`src/hdl/b40cc_pkg.sv`:
```
// ----------------------------------------------------------------------------
// b40cc_pkg
// Types, constants and symbol tables of the base-40 callsign codec.
// ----------------------------------------------------------------------------
package b40cc_pkg;

	// Number of character fields and of base-40 digits in a code.
	localparam int NCH = 9;
	// Characters taken by the encoder before it stops.
	localparam int MAX_CHARS = 9;
	localparam int CODE_W = 48;
	localparam int DIG_W = 6;
	localparam int CHR_W = 8;
	localparam int RADIX = 40;

	localparam logic [CODE_W-1:0] CODE_LIMIT = 48'hEE6B27FFFFFF;
	// Weight of the most significant digit, 40^8.
	localparam logic [CODE_W-1:0] TOP_W = 48'd6553600000000;

	localparam logic [DIG_W-1:0] SYM_DASH = 6'd37;
	localparam logic [DIG_W-1:0] SYM_SLASH = 6'd38;
	localparam logic [DIG_W-1:0] SYM_DOT = 6'd39;

	localparam logic OP_ENC = 1'b0;

	typedef struct packed {
		logic                           op;
		logic                           too_large;
		logic                           seen;
		logic [CODE_W-1:0]              val;
		logic [NCH-1:0][DIG_W-1:0]      dg;
		logic [NCH-1:0][CHR_W-1:0]      ch;
	} pipe_t;

	// Alphabet index of an ASCII character; anything unknown is 0.
	function automatic logic [DIG_W-1:0] sym_of(input logic [CHR_W-1:0] c);
		logic [CHR_W-1:0] t;
		t = 8'h00;
		if (c >= 8'h41 && c <= 8'h5A) begin
			t = c - 8'h40;
		end else if (c >= 8'h30 && c <= 8'h39) begin
			t = c - 8'h15;
		end else if (c == 8'h2D) begin
			t = {2'b00, SYM_DASH};
		end else if (c == 8'h2F) begin
			t = {2'b00, SYM_SLASH};
		end else if (c == 8'h2E) begin
			t = {2'b00, SYM_DOT};
		end
		return t[DIG_W-1:0];
	endfunction

	// ASCII character of an alphabet index; indexes past the alphabet give NUL.
	function automatic logic [CHR_W-1:0] char_of(input logic [DIG_W-1:0] d);
		logic [CHR_W-1:0] c;
		logic [CHR_W-1:0] dx;
		dx = {2'b00, d};
		c = 8'h00;
		if (d == 6'd0) begin
			c = 8'h20;
		end else if (d <= 6'd26) begin
			c = 8'h40 + dx;
		end else if (d <= 6'd36) begin
			c = 8'h15 + dx;
		end else if (d == SYM_DASH) begin
			c = 8'h2D;
		end else if (d == SYM_SLASH) begin
			c = 8'h2F;
		end else if (d == SYM_DOT) begin
			c = 8'h2E;
		end
		return c;
	endfunction

endpackage

```
`src/hdl/b40cc_cell.sv`:
```
// ----------------------------------------------------------------------------
// b40cc_cell
// One base-40 digit step, most significant digit first, with its own word
// register and handshake to the next cell.
// ----------------------------------------------------------------------------
module b40cc_cell (
	input  logic             clk,
	input  logic             arst_n,
	input  logic             in_vld,
	output logic             in_rdy,
	input  b40cc_pkg::pipe_t in_data,
	output logic             out_vld,
	input  logic             out_rdy,
	output b40cc_pkg::pipe_t out_data
);

	b40cc_pkg::pipe_t                       nxt;
	logic [b40cc_pkg::DIG_W-1:0]            dig;
	logic [b40cc_pkg::CODE_W-1:0]           sub;
	logic [b40cc_pkg::CODE_W-1:0]           base;
	logic [b40cc_pkg::DIG_W-1:0]            add;
	logic                                   vld_q;
	b40cc_pkg::pipe_t                       data_q;

	assign in_rdy = !vld_q || out_rdy;

	always_comb begin
		// Top digit of the remainder: count the multiples of 40^8 not above it.
		dig = '0;
		sub = '0;
		for (int k = 1; k < b40cc_pkg::RADIX; k++) begin
			if (in_data.val >= b40cc_pkg::CODE_W'(k) * b40cc_pkg::TOP_W) begin
				dig = b40cc_pkg::DIG_W'(k);
				sub = b40cc_pkg::CODE_W'(k) * b40cc_pkg::TOP_W;
			end
		end

		// Encode runs Horner's rule; decode scales the remainder back up.
		if (in_data.op == b40cc_pkg::OP_ENC) begin
			base = in_data.val;
			add = in_data.dg[b40cc_pkg::NCH-1];
		end else begin
			base = in_data.val - sub;
			add = '0;
		end

		nxt = in_data;
		nxt.val = (base << 5) + (base << 3) + b40cc_pkg::CODE_W'(add);
		nxt.seen = in_data.seen || (in_data.op && dig != '0);

		for (int j = b40cc_pkg::NCH-1; j > 0; j--) begin
			nxt.dg[j] = in_data.dg[j-1];
		end
		nxt.dg[0] = '0;

		// Characters enter at slot 0 and move up, so the most significant
		// digit ends in the top slot.
		for (int j = b40cc_pkg::NCH-1; j > 0; j--) begin
			nxt.ch[j] = in_data.ch[j-1];
		end
		nxt.ch[0] = nxt.seen ? b40cc_pkg::char_of(dig) : '0;
	end

	always_ff @(posedge clk or negedge arst_n) begin
		if (!arst_n) begin
			vld_q <= 1'b0;
		end else if (in_rdy) begin
			vld_q <= in_vld;
		end
	end

	always_ff @(posedge clk) begin
		if (in_rdy && in_vld) begin
			data_q <= nxt;
		end
	end

	assign out_vld = vld_q;
	assign out_data = data_q;

endmodule

```
`config.mk`:
```
export PLATFORM = sky130hd
export DESIGN_NAME = b40cc_cell
export DESIGN_NICKNAME = d
export VERILOG_FILES = /design/src/hdl/b40cc_pkg.sv /design/src/hdl/b40cc_cell.sv
export SDC_FILE = /design/constraint.sdc
export NUM_CORES = 1
export LEC_CHECK = 0
export ABC_AREA = 1
export BUFFER_PORTS_ARGS = -buffer_cell sky130_fd_sc_hd__buf_2
export CAP_MARGIN = 20
export CORE_ASPECT_RATIO = 2
export CORE_MARGIN = 1
export CORE_UTILIZATION = 50
export CTS_BUF_LIST = sky130_fd_sc_hd__clkbuf_4 sky130_fd_sc_hd__clkbuf_8
export DETAILED_ROUTE_END_ITERATION = 6
export GPL_TIMING_DRIVEN = 0
export PLACE_DENSITY = 0.75
export SLEW_MARGIN = 20
export SYNTH_ARGS = -nofsm -noshare
export SYNTH_HDL_FRONTEND = slang
export SYNTH_SLANG_ARGS = --single-unit
```
`constraint.sdc`:
```
create_clock -name clk -period 15.25 [get_ports clk]
set_input_delay 1.525 -clock clk [delete_from_list [all_inputs] [get_ports clk]]
set_output_delay 1.525 -clock clk [all_outputs]
set_load 0.03 [all_outputs]
```
## Yosys cells after proc, flatten, opt, wreduce, memory -nomap -nowiden

Index checks and enable logic that the tools add are counted.

| word-level totals | value |
|---|---|
| register bits | 172 |
| memory bits (writable) | 0 |
| latch bits | 0 |
| logic and storage cells | 167 |
| bits in read-only memories | 0 |
| memories kept | 0 |
| output and inout bits | 179 |
| input bits | 181 |

| operators by class | value |
|---|---|
| muxes and demuxes | 86 |
| equal/unequal tests | 3 |
| magnitude comparators | 41 |
| add/subtract/negate cells | 5 |
| reductions and logical operators | 8 |
| bitwise operators | 1 |
| shifts and indexed selects | 0 |
| multiply operators | 0 |
| divide/modulo/power cells | 0 |

Operators with widths:

| cell | count |
|---|---|
| $mux W45 | 38 |
| $ge A48 B48 Y1 const B | 18 |
| $ge A48 B47 Y1 const B | 11 |
| $mux W6 | 41 |
| $ge A48 B46 Y1 const B | 5 |
| $ge A48 B45 Y1 const B | 3 |
| $add A48 B48 Y48 | 1 |
| $add A48 B6 Y48 | 1 |
| $ge A48 B43 Y1 const B | 1 |
| $ge A48 B44 Y1 const B | 1 |
| $sub A45 B45 Y45 | 1 |
| $mux W44 | 1 |
| $mux W43 | 1 |
| $eq A6 B6 Y1 const B | 3 |
| $add A7 B6 Y8 const A | 1 |
| $mux W8 | 1 |
| $add A5 B6 Y7 const A | 1 |
| $mux W7 | 1 |
| $le A6 B5 Y1 const B | 1 |
| $le A6 B6 Y1 const B | 1 |
| $logic_not A6 Y1 | 1 |
| $reduce_bool A6 Y1 | 1 |
| $mux W2 | 2 |
| $logic_and A1 B1 Y1 | 2 |
| 5 further kinds | 6 |

## Depth between registers and ports, before layout

Gate-level depths: netlist of the first run.

| depth | value |
|---|---|
| word-level depth | 47 |
| gate-level depth with buffers | 69 |
| mapped depth without buffers | 68 |

## Least setup slack after synthesis of the first run

OpenSTA, ideal clock, no wires.

| timing | value |
|---|---|
| kind | in2reg |
| start | input in_vld |
| end | register data_q (netlist bit out_data[0]) (enable) |
| arrival | 9,736 ps |
| path buffers | 0 |
| cell stages on the path | 2 |
| data required time | 14,494 ps |
| slack | 4,758 ps |
| cells stage by stage | inv_1 > a21oi_1 |

| on the way | value |
|---|---|
| cells in the longest elaborated chain, start to end | 1 |

Ends and longest elaborated chain:

| element | line | source |
|---|---|---|
| from (decl) | b40cc_cell.sv:9 | `input logic in_vld,` |
| $logic_and A1 B1 Y1 | b40cc_cell.sv:73 | `if (in_rdy && in_vld) begin` |
| to (signal assigned) | b40cc_cell.sv:74 | `data_q <= nxt;` |
| to (decl) | b40cc_cell.sv:23 | `b40cc_pkg::pipe_t data_q;` |

Every way passes these cells.
A chain may end at the register's enable or synchronous reset.

==> results.md, run 1 <==
* Outcome: finished, violations left
* Failing checks: design-rule violations
* # IOs at 360
* Max Clk Rate at 101 MHz
* Starting Density at 0.512
* Ys flop type: edfxtp_1
* Total GRT Usage at 0.463
* Power Dens Cells at 111 mW/mm^2
* Root Driver: clkbuf_8
* Post-DP HPWL at 44.9 mm
* Drc violations at 2
* Worst vdd ir at 0.0572 mV
* Final wirelength at 57.7 mm
* Post-synthesis cell type count at 53
* Die width at 113 um
* Asr flop ratio synth at 0.00585
* Overall Power at 1.67 mW
* CTS tree: yes
* Cell mode on critical path: a21oi_1
* Crit-path slowest cell: a21oi_1
* Area delta synth->final at 22.7%
* Clock sink total at 171
* Worst slew pin tran at 1.18 ns
* Routed len/inst at 26.9 um
* Critical Setup Path Class: in -> reg
* Hold_buf cts at 0
* Grt met1 use at 0.400
* CP required at 15.52 ns
* Mapped Cells at 1459
* Layout cells sized above 1 at 0.247
* Post-DRT Antenna Nets at 0
* Grt met2 use at 0.805
* Final setup fails at 0
* Total CTS buffers at 17
* Longest Clk Path Bufs at 2
* RSZ-0062 raised after global routing: no
* Initial antenna violation count at 9
* Post-cts resize count at 0
* Worst Setup End Kind: flop
* Met3 layer usage reported by global route at 0.149
* GR Overflow Total at 0
* Hold Path Class: reg -> reg
* GPL Wtd Cong at 1.11
* Setup Buffers After CTS at 0
* Critical Path Start Type: input pin
* First-pass GRT wire length at 82.6 mm
* Critical Path Fanout Max at 9
* Worst-skew pair later-pin latency at 0.50 ns
* #FFs+latches synth at 171
* CTS H-tree lvls at 4
* Post-synth EDFFs at 170
* Leak Pwr at 7.12 nW
* Core Area at 0.0239 sq mm
* Rows at 80
* DR iter-0 viols at 1281
* Worst clock skew at 0.0202 ns
* Ys Warns at 0
* Synth Cell Area at 0.0123 sq mm
* Setup_tns at 0 ns
* Vias per inst at 6.20
* Final net count at 2129
* CP peak stage delay at 0.68 ns
* Grt peak-use layer: met2
* Port Buffer Count at 342
* Die area at 0.0252 sq mm
* Syn avg cell area at 8.40 sq um
* Via Count at 13298
* Worst-path clk slew at 0.11 ns
* Max_cap viols at 0
* Slew Viols, Final at 0
* Final Cycle Share at 0.648
* Seq/Total Area, Yosys at 0.419
* DIE HEIGHT at 223 um
* Drt pass-1 iters at 7
* Rel. slew slack at 0.206
* Crit path time final at 9.89 ns
* Critical Path AT at 10.16 ns
* Final Hold Viols at 0
* Vias in the first global route at 13166
* Largest net degree at the start of global routing at 28
[registers in the layout, indices dropped and copies added (netlist names)]
register / count
out_vld: 1
out_data: 170
[critical path, delay by kind of cell]
| family | cells | cell delay (ns) |
|---|---|---|
| AOI/OAI and AO/OA | 20 | 4.63 |
| and+or+nand+nor | 9 | 1.38 |
| buffers and inverters | 8 | 1.02 |
| adders and majority gates | 3 | 1.00 |
| xor gates and xnor gates | 3 | 0.59 |
[layout make-up]
cell class	instances	area, sq um
antenna	9	22.5
inverter	183	689
buffer	25	176
multi-input combinational	1086	6310
clock buffer	17	234
fill	1953	8890
sequential	171	5130
clock inverter	15	196
tap	287	359
timing repair buffer	351	1920
[worst paths after layout]
kind,slack (ns),startpoint,end,depth (start not counted)
setup / recovery,5.36,in_data[168],out_data[173]$_DFFE_PP_,43
hold / removal,0.69,out_vld$_DFFE_PN0N_,out_vld$_DFFE_PN0N_,2
setup reg to reg,12.74,out_vld$_DFFE_PN0N_,out_data[83]$_DFFE_PP_,6
hold reg to reg,0.69,out_vld$_DFFE_PN0N_,out_vld$_DFFE_PN0N_,2
max in group asynchronous,14.34,arst_n,out_vld$_DFFE_PN0N_,1
min in group asynchronous,0.80,arst_n,out_vld$_DFFE_PN0N_,1
[Yosys cell counts, types with 2 or more instances]
cell type / instances / area [sq um]
a31oi_2: 3 / 37.5
a211oi_1: 7 / 52.6
o211ai_1: 7 / 52.6
a21oi_2: 5 / 43.8
a21oi_1: 148 / 741
buf_2: 3 / 15.0
nand4_1: 11 / 68.8
inv_1: 170 / 638
nor2_1: 145 / 544
or2_2: 5 / 31.3
o21ai_1: 8 / 40.0
xor2_1: 40 / 350
o21a_1: 6 / 45.0
a31oi_1: 22 / 138
edfxtp_1: 170 / 5100
nor4_1: 2 / 12.5
o2111ai_1: 2 / 17.5
nor3_1: 14 / 70.1
fa_1: 3 / 60.1
nand2_1: 299 / 1120
xnor2_1: 14 / 123
a221oi_1: 2 / 17.5
nor2_4: 3 / 33.8
buf_4: 15 / 113
o21bai_1: 4 / 30.0
inv_2: 11 / 41.3
o221ai_1: 2 / 17.5
nor2_2: 7 / 43.8
nand3_1: 51 / 255
ha_1: 110 / 1380
buf_6: 3 / 33.8
a21boi_0: 9 / 67.6
a2111oi_0: 4 / 35.0
nand2_2: 11 / 68.8
o31ai_2: 2 / 25.0
o311ai_0: 2 / 17.5
o21ai_0: 112 / 561
o31ai_1: 9 / 67.6
clkbuf_1: 4 / 15.0
[where the power goes]
part | switching, mW | total [mW] | internal, mW
Sequential | 0.0231 | 0.615 | 0.592
Clock | 0.202 | 0.343 | 0.141
Combinational | 0.494 | 0.713 | 0.219
Total | 0.719 | 1.67 | 0.952
[routing by layer]
| metal | share of wire | vias to the layer above |
|---|---|---|
| met2 | 0.49 | 1012 |
| li1 | - | 5803 |
| met5 | 0.00069 | - |
| met3 | 0.092 | 385 |
| met1 | 0.29 | 6094 |
| met4 | 0.12 | 4 |
[placed cells by master, fill, tap and decap left out, types with 4 or more instances in the layout]
master / synthesis / routed
a211oi_1: 7 / 6
a21oi_1: 148 / 147
clkinv_8: 0 / 4
edfxtp_1: 170 / 170
or2_2: 5 / 5
nor2_1: 145 / 145
a31oi_1: 22 / 21
o211ai_1: 7 / 7
o21a_1: 6 / 6
o31ai_1: 9 / 9
nand2_1: 299 / 299
buf_16: 0 / 7
clkbuf_1: 4 / 4
o21ai_1: 8 / 8
a21oi_2: 5 / 5
nor2_2: 7 / 7
nand2_2: 11 / 11
clkbuf_8: 0 / 17
buf_2: 3 / 345
o21bai_1: 4 / 4
nor3_1: 14 / 14
nand4_1: 11 / 11
inv_2: 11 / 11
a31oi_2: 3 / 4
diode_2: 0 / 9
conb_1: 1 / 7
xnor2_1: 14 / 14
inv_8: 0 / 6
nand3_1: 51 / 51
inv_1: 170 / 170
ha_1: 110 / 110
buf_4: 15 / 16
a21boi_0: 9 / 9
xor2_1: 40 / 40
o21ai_0: 112 / 112
[per-stage QoR]
stage           util  setup slack, ns  instance area (sq um)  hold WS, ns  std cells
2_1_floorplan      -             4.76                  12300        0.895       1465
3_3_place_gp   0.600             2.51                  14300        0.495       2094
3_5_place_dp   0.609             5.05                  14600        0.616       2102
4_1_cts        0.627             5.55                  15000        0.663       2134
5_1_grt        0.628             4.67                  15000        0.698       2140
6_report       0.628             5.36                  15000        0.686       2144
[cells by family (layout without fill, tap and decap cells)]
family | Yosys count | after routing | share of synthesized area
buffers and inverters | 208 | 591 | 0.0707
AOI/OAI and AO/OA | 361 | 361 | 0.169
xor gates and xnor gates | 54 | 54 | 0.0386
and+or+nand+nor | 551 | 551 | 0.186
DFF | 171 | 171 | 0.419
adders and majority gates | 113 | 113 | 0.117
other | 1 | 16 | 0.000306
Note: power is estimated with default switching activity, not from simulation.
==> inputs of run 2 (changes only) <==
--- a/config.mk
+++ b/config.mk
@@ -10,11 +10,11 @@
 export CAP_MARGIN = 20
 export CORE_ASPECT_RATIO = 2
 export CORE_MARGIN = 1
-export CORE_UTILIZATION = 50
+export CORE_UTILIZATION = 49
 export CTS_BUF_LIST = sky130_fd_sc_hd__clkbuf_4 sky130_fd_sc_hd__clkbuf_8
 export DETAILED_ROUTE_END_ITERATION = 6
 export GPL_TIMING_DRIVEN = 0
-export PLACE_DENSITY = 0.75
+export PLACE_DENSITY = 0.76
 export SLEW_MARGIN = 20
 export SYNTH_ARGS = -nofsm -noshare
 export SYNTH_HDL_FRONTEND = slang
==> constraint.sdc (replaced) <==
create_clock -name clk -period 8.3 [get_ports clk]
set_input_delay 0.83 -clock clk [delete_from_list [all_inputs] [get_ports clk]]
set_output_delay 0.83 -clock clk [all_outputs]
set_load 0.03 [all_outputs]
==> run 2 against run 1 <==
Compared with the run above: clock power increased by 85%; clock skew decreased by 0.0025 ns; critical path depth increased by 15; the flow still finishes with violations (design-rule violations); core utilization increased by 2.4 points; hold slack got worse by 0.60 ns; design area increased by 6.4%; via count increased by 0.64%; flip-flop and latch count unchanged; sequential power increased by 84%; largest cell class unchanged; routed wire length decreased by 1.1%.
==> results.md, run 2 (same netlist as run 1, synthesis figures left out) <==
* Place WS at -1.20 ns
* R2R Setup Slk at 5.82 ns
* Max_cap viols at 0
* Critical Path AT at 8.52 ns
* Hold_buf cts at 0
* Fin cells at 2212
* Reg2Reg Depth at 6
* CP peak stage delay at 0.54 ns
* Drt pass-1 iters at 7
* Final setup fails at 0
* Critical Path Start Type: input pin
* Via Count at 13383
* Initial antenna violation count at 11
* Reg2reg start: out_vld$_DFFE_PN0N_
* Post-DRT Antenna Nets at 0
* Port Buffer Count at 342
* Vias in the first global route at 13315
* Final net count at 2153
* Setup ws final at 0.0264 ns
* Crit path time final at 8.27 ns
* Total CTS buffers at 17
* Cell mode on critical path: nand2_1
* DIE HEIGHT at 226 um
* Rel. slew slack at 0.399
* Vias per inst at 6.05
* Worst-skew pair later-pin latency at 0.49 ns
* Slew Viols, Final at 0
* CTS H-tree lvls at 4
* Rows at 81
* Overall Power at 3.14 mW
* DP Area at 0.0146 sq mm
* Critical Path Fanout Max at 10
* Layout cells sized above 1 at 0.317
* Die area at 0.0257 sq mm
* Most frequent cells in the layout: 342 x buf_2, 274 x nand2_1, 170 x edfxtp_1
* Crit-path slowest cell: o21ai_0
* Routed len/inst at 25.8 um
* Worst clock skew at 0.0177 ns
* Hold slack final at 0.0855 ns
* Worst vdd ir at 0.114 mV
* Final Cycle Share at 0.997
* Drc violations at 15
* RSZ-0062 raised after global routing: yes
* First-pass GRT wire length at 80.3 mm
* Worst-path clk slew at 0.11 ns
* # IOs at 360
* Leak Pwr at 7.36 nW
* Die width at 114 um
* Core Area at 0.0245 sq mm
* Total GRT Usage at 0.441
* Clock sink total at 171
* Setup_tns at 0 ns
* CP required at 8.55 ns
* Most common cell after layout, fill and taps aside: buf_2
* CTS tree: yes
* Max Clk Rate at 121 MHz
* DR iter-0 viols at 1091
* Worst Setup End Kind: flop
* Power Dens Cells at 196 mW/mm^2
* Placed cells at 2146
* Critical Setup Path Class: in -> reg
* Starting Density at 0.500
* Post-DP HPWL at 43.1 mm
* Final Hold Viols at 0
* Hold Path Class: in -> async
* Root Driver: clkbuf_8
* Worst slew pin tran at 0.901 ns
* GPL Wtd Cong at 1.17
* Largest net degree at the start of global routing at 28
* Outcome: finished, violations left
* Area delta synth->final at 30.6%
* Final Util at 0.652
* Post-Layout Inst Area at 0.0160 sq mm
* GR Overflow Total at 0
* Final wirelength at 57.0 mm
* Reg2reg end: out_data[128]$_DFFE_PP_
* Longest Clk Path Bufs at 2
* Max reg flops at 170
* Failing checks: design-rule violations
-- run 2: worst max-delay path, delay by kind of cell --
| family | cells | cell delay (ns) |
|---|---|---|
| adders and majority gates | 3 | 0.70 |
| and+or+nand+nor | 29 | 2.68 |
| xor gates and xnor gates | 2 | 0.42 |
| buffers and inverters | 8 | 0.89 |
| AOI/OAI and AO/OA | 16 | 2.96 |
-- run 2: area by class of cell --
class                      count  area, sq um
multi-input combinational   1086         6960
inverter                     183          711
fill                        2005         8520
clock inverter                15          201
timing repair buffer         375         2100
antenna                        8         20.0
buffer                        25          226
tap                          332          415
clock buffer                  17          234
sequential                   171         5130
-- run 2: report_power, final --
group / leakage (nW) / internal (mW) / switching, mW
logic: 5.51 / 0.450 / 0.930
clock network: 0.214 / 0.262 / 0.371
registers: 1.63 / 1.09 / 0.0436
-- run 2: timing repair --
item	in CTS	in global routing
cloned	0	0
pin swaps	6	48
setup endpoints to repair	5	8
gates resized for setup	47	156
buffers inserted	2	24
-- run 2: worst max path at each step --
stage	startpoint	endpoint	slack, ns	depth (start not counted)
2_1_floorplan	in_data[165]	out_data[173]$_DFFE_PP_	1.07	59
3_3_place_gp	in_data[169]	out_data[173]$_DFFE_PP_	-1.07	49
3_5_place_dp	in_data[169]	out_data[173]$_DFFE_PP_	-1.20	49
4_1_cts	in_data[169]	out_data[173]$_DFFE_PP_	0.03	68
5_1_grt	in_data[169]	out_data[173]$_DFFE_PP_	-0.32	64
6_report	in_data[165]	out_data[173]$_DFFE_PP_	0.03	58
-- run 2: routing by layer --
metal | up-vias | track usage | share of wire
met5 | - | 0 | 0.00093
met4 | 8 | 0.470 | 0.13
met3 | 401 | 0.160 | 0.089
met2 | 982 | 0.765 | 0.49
met1 | 6144 | 0.363 | 0.29
li1 | 5848 | - | -
